`config.mk`:
```
export PLATFORM = sky130hd
export DESIGN_NAME = hrrn_ready_queue_selector
export DESIGN_NICKNAME = d
export VERILOG_FILES = /design/src/hrrn_pkg.sv /design/src/hrrn_ready_queue_selector.sv
export SDC_FILE = /design/constraint.sdc
export NUM_CORES = 2
export LEC_CHECK = 0
export BUFFER_PORTS_ARGS = -buffer_cell sky130_fd_sc_hd__buf_4
export CAP_MARGIN = 20
export CORE_UTILIZATION = 57
export DETAILED_ROUTE_END_ITERATION = 10
export PLACE_DENSITY = 0.81
export SLEW_MARGIN = 30
export SYNTH_ARGS = -nofsm -noshare
export SYNTH_HDL_FRONTEND = slang
export SYNTH_SLANG_ARGS = --single-unit
```
`constraint.sdc`:
```
create_clock -name clk -period 7 [get_ports clk]
set_clock_uncertainty 0.05 [all_clocks]
set_input_delay 1.4 -clock clk [delete_from_list [all_inputs] [get_ports clk]]
set_output_delay 1.4 -clock clk [all_outputs]
set_load 0.02 [all_outputs]
```
`src/hrrn_pkg.sv`:
```
// shared constants and codes for the hrrn ready queue selector
`timescale 1ns / 1ps

package hrrn_pkg;

  localparam int TABLE_DEPTH = 16;
  localparam int JOB_ID_BITS = 16;
  localparam int TIME_BITS   = 32;

  localparam int EST_BITS    = 16;
  localparam int RATIO_BITS  = 32;
  localparam int STATUS_BITS = 2;
  localparam int CHOSEN_BITS = 16;

  localparam int IDX_W = (TABLE_DEPTH > 1) ? $clog2(TABLE_DEPTH) : 1;
  localparam int CNT_W = $clog2(TABLE_DEPTH + 1);
  localparam int BIT_W = (TIME_BITS > 1) ? $clog2(TIME_BITS) : 1;
  localparam int SUM_BITS = ((TIME_BITS > RATIO_BITS) ? TIME_BITS : RATIO_BITS) + 1;

  // selection policy
  localparam logic FIFO = 1'b0;
  localparam logic HRRN = 1'b1;

  // command codes
  localparam logic CMD_PUSH   = 1'b0;
  localparam logic CMD_SELECT = 1'b1;

  // status codes
  localparam logic [STATUS_BITS-1:0] ST_PUSHED   = 2'd0;
  localparam logic [STATUS_BITS-1:0] ST_SELECTED = 2'd1;
  localparam logic [STATUS_BITS-1:0] ST_EMPTY    = 2'd2;
  localparam logic [STATUS_BITS-1:0] ST_FULL     = 2'd3;

  typedef logic [JOB_ID_BITS-1:0] job_t;
  typedef logic [TIME_BITS-1:0]   time_t;
  typedef logic [EST_BITS-1:0]    est_t;

endpackage

```
`src/hrrn_ready_queue_selector.sv`:
```
// hrrn ready queue selector: job table, bit-serial divider and result register
// push and empty select go straight to result; fifo select passes shift first
// hrrn select scans the n stored jobs, then passes shift and result;
//   each job takes one load step, TIME_BITS divider steps and one compare
// one word in flight; the next word is taken in the cycle after its result loads
// reset: policy fifo, table empty, output idle; table payload is not cleared
`timescale 1ns / 1ps

module hrrn_ready_queue_selector (
  input  logic        clk,
  input  logic        rst_n,
  input  logic        cfg_wr_en,
  input  logic        cfg_wr_data,
  input  logic        in_valid,
  output logic        in_ready,
  input  logic        in_command,
  input  logic [15:0] in_job_id,
  input  logic [15:0] in_burst_estimate,
  input  logic [31:0] in_current_time,
  output logic        out_valid,
  input  logic        out_ready,
  output logic [1:0]  out_status,
  output logic [15:0] out_chosen_job,
  output logic [31:0] out_response_ratio
);

  localparam int DEPTH = hrrn_pkg::TABLE_DEPTH;
  localparam int TB    = hrrn_pkg::TIME_BITS;
  localparam int EB    = hrrn_pkg::EST_BITS;
  localparam int IW    = hrrn_pkg::IDX_W;
  localparam int CW    = hrrn_pkg::CNT_W;
  localparam int BW    = hrrn_pkg::BIT_W;
  localparam int SB    = hrrn_pkg::SUM_BITS;
  localparam int RB    = hrrn_pkg::RATIO_BITS;

  typedef enum logic [5:0] {
    S_IDLE  = 6'b000001,
    S_LOAD  = 6'b000010,
    S_DIV   = 6'b000100,
    S_CMP   = 6'b001000,
    S_SHIFT = 6'b010000,
    S_RES   = 6'b100000
  } state_t;

  state_t state_r, state_nxt;

  logic                        mode_r;
  logic [CW-1:0]               cnt_r;
  hrrn_pkg::job_t              job_r [DEPTH];
  hrrn_pkg::time_t             arr_r [DEPTH];
  hrrn_pkg::est_t              est_r [DEPTH];

  hrrn_pkg::time_t             now_r;
  logic [IW-1:0]               idx_r;
  logic [IW-1:0]               pick_r;
  hrrn_pkg::job_t              pick_job_r;
  hrrn_pkg::time_t             best_r;

  hrrn_pkg::time_t             wait_r;
  hrrn_pkg::time_t             quo_r;
  logic [EB-1:0]               rem_r;
  logic [EB-1:0]               div_est_r;
  logic [BW-1:0]               bit_r;

  logic [hrrn_pkg::STATUS_BITS-1:0] res_status_r;
  hrrn_pkg::job_t              res_job_r;
  logic [RB-1:0]               res_ratio_r;

  logic                        out_valid_r;
  logic [hrrn_pkg::STATUS_BITS-1:0] out_status_r;
  logic [hrrn_pkg::CHOSEN_BITS-1:0] out_job_r;
  logic [RB-1:0]               out_ratio_r;

  logic                        in_fire;
  logic                        full;
  logic                        last_bit;
  logic                        last_entry;
  logic                        take;
  logic                        out_free;
  logic [EB:0]                 rem_sh;
  logic                        q_bit;
  logic [EB-1:0]               rem_diff;
  logic [SB-1:0]               ratio_sum;
  logic [RB-1:0]               ratio_sat;

  assign in_ready   = (state_r == S_IDLE);
  assign in_fire    = in_valid && in_ready;
  assign full       = (cnt_r >= CW'(DEPTH));
  assign last_bit   = (bit_r == BW'(TB - 1));
  assign last_entry = ((CW'(idx_r) + CW'(1)) == cnt_r);
  assign take       = (idx_r == '0) || (quo_r > best_r);
  assign out_free   = !out_valid_r || out_ready;

  // one restoring divider step per cycle, dividend bits enter msb first
  assign rem_sh   = {rem_r, wait_r[TB-1]};
  assign q_bit    = (rem_sh >= {1'b0, div_est_r});
  assign rem_diff = rem_sh[EB-1:0] - div_est_r;

  // ratio is quotient plus one, saturated to the output width
  assign ratio_sum = SB'(best_r) + SB'(1);
  assign ratio_sat = (ratio_sum > SB'({RB{1'b1}})) ? {RB{1'b1}} : ratio_sum[RB-1:0];

  always_comb begin
    state_nxt = state_r;
    case (state_r)
      S_IDLE: begin
        if (in_fire) begin
          if (in_command == hrrn_pkg::CMD_SELECT && cnt_r != '0) begin
            state_nxt = (mode_r == hrrn_pkg::HRRN) ? S_LOAD : S_SHIFT;
          end else begin
            state_nxt = S_RES;
          end
        end
      end
      S_LOAD:  state_nxt = S_DIV;
      S_DIV:   state_nxt = last_bit ? S_CMP : S_DIV;
      S_CMP:   state_nxt = last_entry ? S_SHIFT : S_LOAD;
      S_SHIFT: state_nxt = S_RES;
      S_RES:   state_nxt = out_free ? S_IDLE : S_RES;
      default: state_nxt = S_IDLE;
    endcase
  end

  always_ff @(posedge clk) begin
    if (!rst_n) begin
      state_r     <= S_IDLE;
      mode_r      <= hrrn_pkg::FIFO;
      cnt_r       <= '0;
      out_valid_r <= 1'b0;
    end else begin
      state_r <= state_nxt;
      if (cfg_wr_en) begin
        mode_r <= cfg_wr_data;
      end
      if (state_r == S_IDLE && in_fire && in_command == hrrn_pkg::CMD_PUSH && !full) begin
        cnt_r <= cnt_r + CW'(1);
      end
      if (state_r == S_SHIFT) begin
        cnt_r <= cnt_r - CW'(1);
      end
      if (state_r == S_RES && out_free) begin
        out_valid_r <= 1'b1;
      end else if (out_ready) begin
        out_valid_r <= 1'b0;
      end
    end
  end

  // datapath and table payload
  always_ff @(posedge clk) begin
    case (state_r)
      S_IDLE: begin
        if (in_fire) begin
          now_r      <= hrrn_pkg::TIME_BITS'(in_current_time);
          idx_r      <= '0;
          pick_r     <= '0;
          pick_job_r <= job_r[0];
          best_r     <= '0;
          res_job_r  <= '0;
          res_ratio_r <= '0;
          if (in_command == hrrn_pkg::CMD_PUSH) begin
            if (full) begin
              res_status_r <= hrrn_pkg::ST_FULL;
            end else begin
              job_r[cnt_r[IW-1:0]] <= hrrn_pkg::JOB_ID_BITS'(in_job_id);
              arr_r[cnt_r[IW-1:0]] <= hrrn_pkg::TIME_BITS'(in_current_time);
              est_r[cnt_r[IW-1:0]] <= in_burst_estimate;
              res_status_r <= hrrn_pkg::ST_PUSHED;
            end
          end else begin
            res_status_r <= (cnt_r == '0) ? hrrn_pkg::ST_EMPTY : hrrn_pkg::ST_SELECTED;
          end
        end
      end
      S_LOAD: begin
        wait_r    <= now_r - arr_r[idx_r];
        div_est_r <= (est_r[idx_r] == '0) ? EB'(1) : est_r[idx_r];
        rem_r     <= '0;
        quo_r     <= '0;
        bit_r     <= '0;
      end
      S_DIV: begin
        wait_r <= {wait_r[TB-2:0], 1'b0};
        quo_r  <= {quo_r[TB-2:0], q_bit};
        rem_r  <= q_bit ? rem_diff : rem_sh[EB-1:0];
        bit_r  <= bit_r + BW'(1);
      end
      S_CMP: begin
        // strict compare keeps the oldest job on ties
        if (take) begin
          best_r     <= quo_r;
          pick_r     <= idx_r;
          pick_job_r <= job_r[idx_r];
        end
        idx_r <= idx_r + IW'(1);
      end
      S_SHIFT: begin
        // close the gap left by the chosen job
        for (int i = 0; i < DEPTH - 1; i++) begin
          if (IW'(i) >= pick_r) begin
            job_r[i] <= job_r[i+1];
            arr_r[i] <= arr_r[i+1];
            est_r[i] <= est_r[i+1];
          end
        end
        res_job_r   <= pick_job_r;
        res_ratio_r <= (mode_r == hrrn_pkg::HRRN) ? ratio_sat : '0;
      end
      S_RES: begin
        if (out_free) begin
          out_status_r <= res_status_r;
          out_job_r    <= hrrn_pkg::CHOSEN_BITS'(res_job_r);
          out_ratio_r  <= res_ratio_r;
        end
      end
      default: begin
      end
    endcase
  end

  assign out_valid          = out_valid_r;
  assign out_status         = out_status_r;
  assign out_chosen_job     = out_job_r;
  assign out_response_ratio = out_ratio_r;

  a_cnt_bound: assert property (@(posedge clk) disable iff (!rst_n)
    cnt_r <= CW'(DEPTH))
    else $error("job count above table depth");

  a_state_onehot: assert property (@(posedge clk) disable iff (!rst_n)
    $onehot(state_r))
    else $error("state register not one-hot");

  a_push_grows: assert property (@(posedge clk) disable iff (!rst_n)
    in_fire && in_command == hrrn_pkg::CMD_PUSH && !full |=> cnt_r == $past(cnt_r) + CW'(1))
    else $error("accepted push did not add a job");

  a_scan_in_range: assert property (@(posedge clk) disable iff (!rst_n)
    state_r == S_LOAD |-> CW'(idx_r) < cnt_r)
    else $error("scan index past stored jobs");

endmodule

```
==> results.yml <==
hold_path:
  hold_depth: 0
  min_to: "out_chosen_job[9]$_DFFE_PP_"
  hold_path.class: "register to register"
  hp-start: "res_job_r[9]$_SDFFCE_PN0P_"
global_route:
  grt_usage: 0.283
  grt_remaining_overflow: 0
  grt_max_degree: 106
  grt_first_pass_wirelength_um: 247000
  antenna_found_initial: 9
  grt_pass1_vias: 38700
critical_path:
  setup.worst_path.class: "register to register"
  regToRegSetupSlack_ns: 2.09
  endpoint_kind: "register"
  cp_max_fo: 30
  reg2regPathDepth: 14
  r2r-end: "wait_r[30]$_DFFE_PP_"
  startpoint_type: "register"
  worstPathArrival_ns: 5.35
  cp.required_ns: 7.44
pwr:
  p_total_mw: 18.7
  irDropWorstVdd_mv: 0.271
  power.leakage_nw: 24.3
  power.density_nw_per_um2: 255
drt:
  finalWirelength_um: 163000
  drtIter0Drc: 3985
  drt-wirelength-per-cell_um: 28.2
  ant_nets: 0
  remaining_drc_errors: 0
  via_per_inst: 6.60
  drt_first_pass_iters: 6
  via_count: 38100
synth:
  ys_async_sr_fraction: 0
  syn_area_per_cell_um2: 16.0
  synthTopCellsByArea: "edfxtp_1, mux2_2, mux4_2"
  syn-num-nets: 4256
  yosysTopAreaCell: "edfxtp_1"
  ys_seq_elements: 1330
  ys_seq_area_frac: 0.607
  synth_warnings: 0
  synth_edf_count: 1313
  synth_ff_type: "edfxtp_1"
  synth_cells: 4092
  synth_area_um2: 65500
  yosysTopAreaCellShare: 0.602
  ys_types: 69
clocking:
  cts_setup_buffers: 0
  path_clk_slew_ns: 0.06
  cts_tree: "built"
  root_buffer: "clkbuf_16"
  cts_resized: 0
  clock-sinks: 1330
  insertion_delay_ns: 0.76
  postCtsHoldBufs: 0
  h-tree-depth: 4
  clock_path_buffers: 3
  cts_buffers: 141
die:
  ioPinCount: 123
  start_util: 0.574
  dieWidth_um: 341
  dieArea_um2: 116000
  rows: 124
  coreArea_um2: 114000
  die_h_um: 341
placement:
  gp_congestion: 0.874
  port_buffers: 122
  post-dp-hpwl_um: 90700
  postPlaceCellArea_um2: 68300
  pre_cts_ws_ns: 2.13
sta:
  finalSetupTns_ns: 0
  maxSlewViolCount: 0
  final-hold-violation-count: 0
  setup_slack_ns: 2.09
  worst_pin_slew_ns: 1.05
  setup_violations: 0
  maxSlewHeadroom: 0.301
  period_minus_slack_ns: 4.91
  max_freq_mhz: 204
  finalCritPeriodShare: 0.701
  rsz0062_at_grt: "no"
layout:
  mostFrequentLayoutCells: "edfxtp_1, mux2_2, nand2_1"
  final_common_cell: "edfxtp_1"
  nNetsFinal: 4312
  final_cell_area_um2: 73100
  drive_above_1_share: 0.394
  n_fill_cell: 7773
  synthToLayoutAreaGrowth_pct: 11.6
flow_run:
  cap_violations: 0
run_status:
  status: "finished clean"
[state kept, by name, summed over array words and instances (netlist names), 32 cells and up, named ones only]
signal,cells
arr_r,512
est_r,256
job_r,256
best_r,32
now_r,32
out_response_ratio,32
quo_r,32
res_ratio_r,32
wait_r,32
[synthesized netlist by cell type, types with 56 or more instances]
cell / number
mux4_2: 320
buf_2: 57
o21ai_0: 79
nand2_1: 337
mux2_2: 895
and2_1: 83
clkbuf_1: 215
nor2_1: 94
xnor2_1: 56
a21oi_1: 100
inv_1: 107
edfxtp_1: 1313
ha_1: 90
[report_power, final]
group,internal (mW),switching [mW]
Combinational,0.931,0.992
Sequential,8.95,0.119
Clock,4.48,3.18
[per-layer routing]
metal / global-route usage / vias to the layer above / wire length (um)
li1: - / 16100 / -
met1: 0.386 / 19500 / 62500
met2: 0.463 / 2120 / 79400
met3: 0.0551 / 361 / 15900
met4: 0.0906 / 4 / 5170
met5: 0 / - / 26
[kinds of logic after synthesis]
group,Yosys count,share of synthesized area
buf+inv,395,0.0238
fa+ha+maj,93,0.0181
flops,1330,0.607
compound gates,288,0.0266
mux,1228,0.266
simple gates,684,0.0490
xor+xnor,74,0.00989
[worst max path at each step]
stage,slack [ns],endpoint,cells after the start
finish,2.09,wait_r[30]$_DFFE_PP_,14
global route,1.75,wait_r[30]$_DFFE_PP_,14
CTS,2.11,wait_r[30]$_DFFE_PP_,14
detailed placement,2.13,wait_r[30]$_DFFE_PP_,14
global placement,2.15,wait_r[30]$_DFFE_PP_,14
floorplan,-0.23,arr_r[14][0]$_DFFE_PP_,7
[worst max-delay path, cell delays in order (launching register included)]
cell and delay, ns:
dfxtp_4 0.77, buf_12 0.33, mux4_2 0.54, mux4_2 0.51, inv_1 0.12, ha_1 0.30, a21oi_1 0.19, a2bb2oi_1 0.25
o2111ai_1 0.28, a21oi_1 0.34, a31oi_1 0.19, a31oi_1 0.35, a31oi_1 0.16, nor3_1 0.16, a211oi_1 0.07
[final cells by class]
| class | count | area (um^2) | area share |
|---|---|---|---|
| inverter | 107 | 402 | 0.00549 |
| tap | 1512 | 1890 | 0.0259 |
| antenna | 6 | 15.0 | 0.000205 |
| clock buffer | 172 | 3730 | 0.0510 |
| clock inverter | 81 | 963 | 0.0132 |
| timing repair buffer | 201 | 1790 | 0.0244 |
| sequential | 1330 | 39800 | 0.544 |
| multi-input combinational | 2367 | 24600 | 0.336 |
[metrics by stage]
| stage | instances | hold WS [ns] | utilization |
|---|---|---|---|
| 2_1_floorplan | 4092 | 0.350 | - |
| 3_3_place_gp | 5509 | 0.352 | 0.597 |
| 3_5_place_dp | 5513 | 0.355 | 0.598 |
| 4_1_cts | 5766 | 0.371 | 0.639 |
| 5_1_grt | 5774 | 0.373 | 0.640 |
| 6_report | 5776 | 0.369 | 0.640 |
Note: power is estimated with default switching activity, not from simulation.
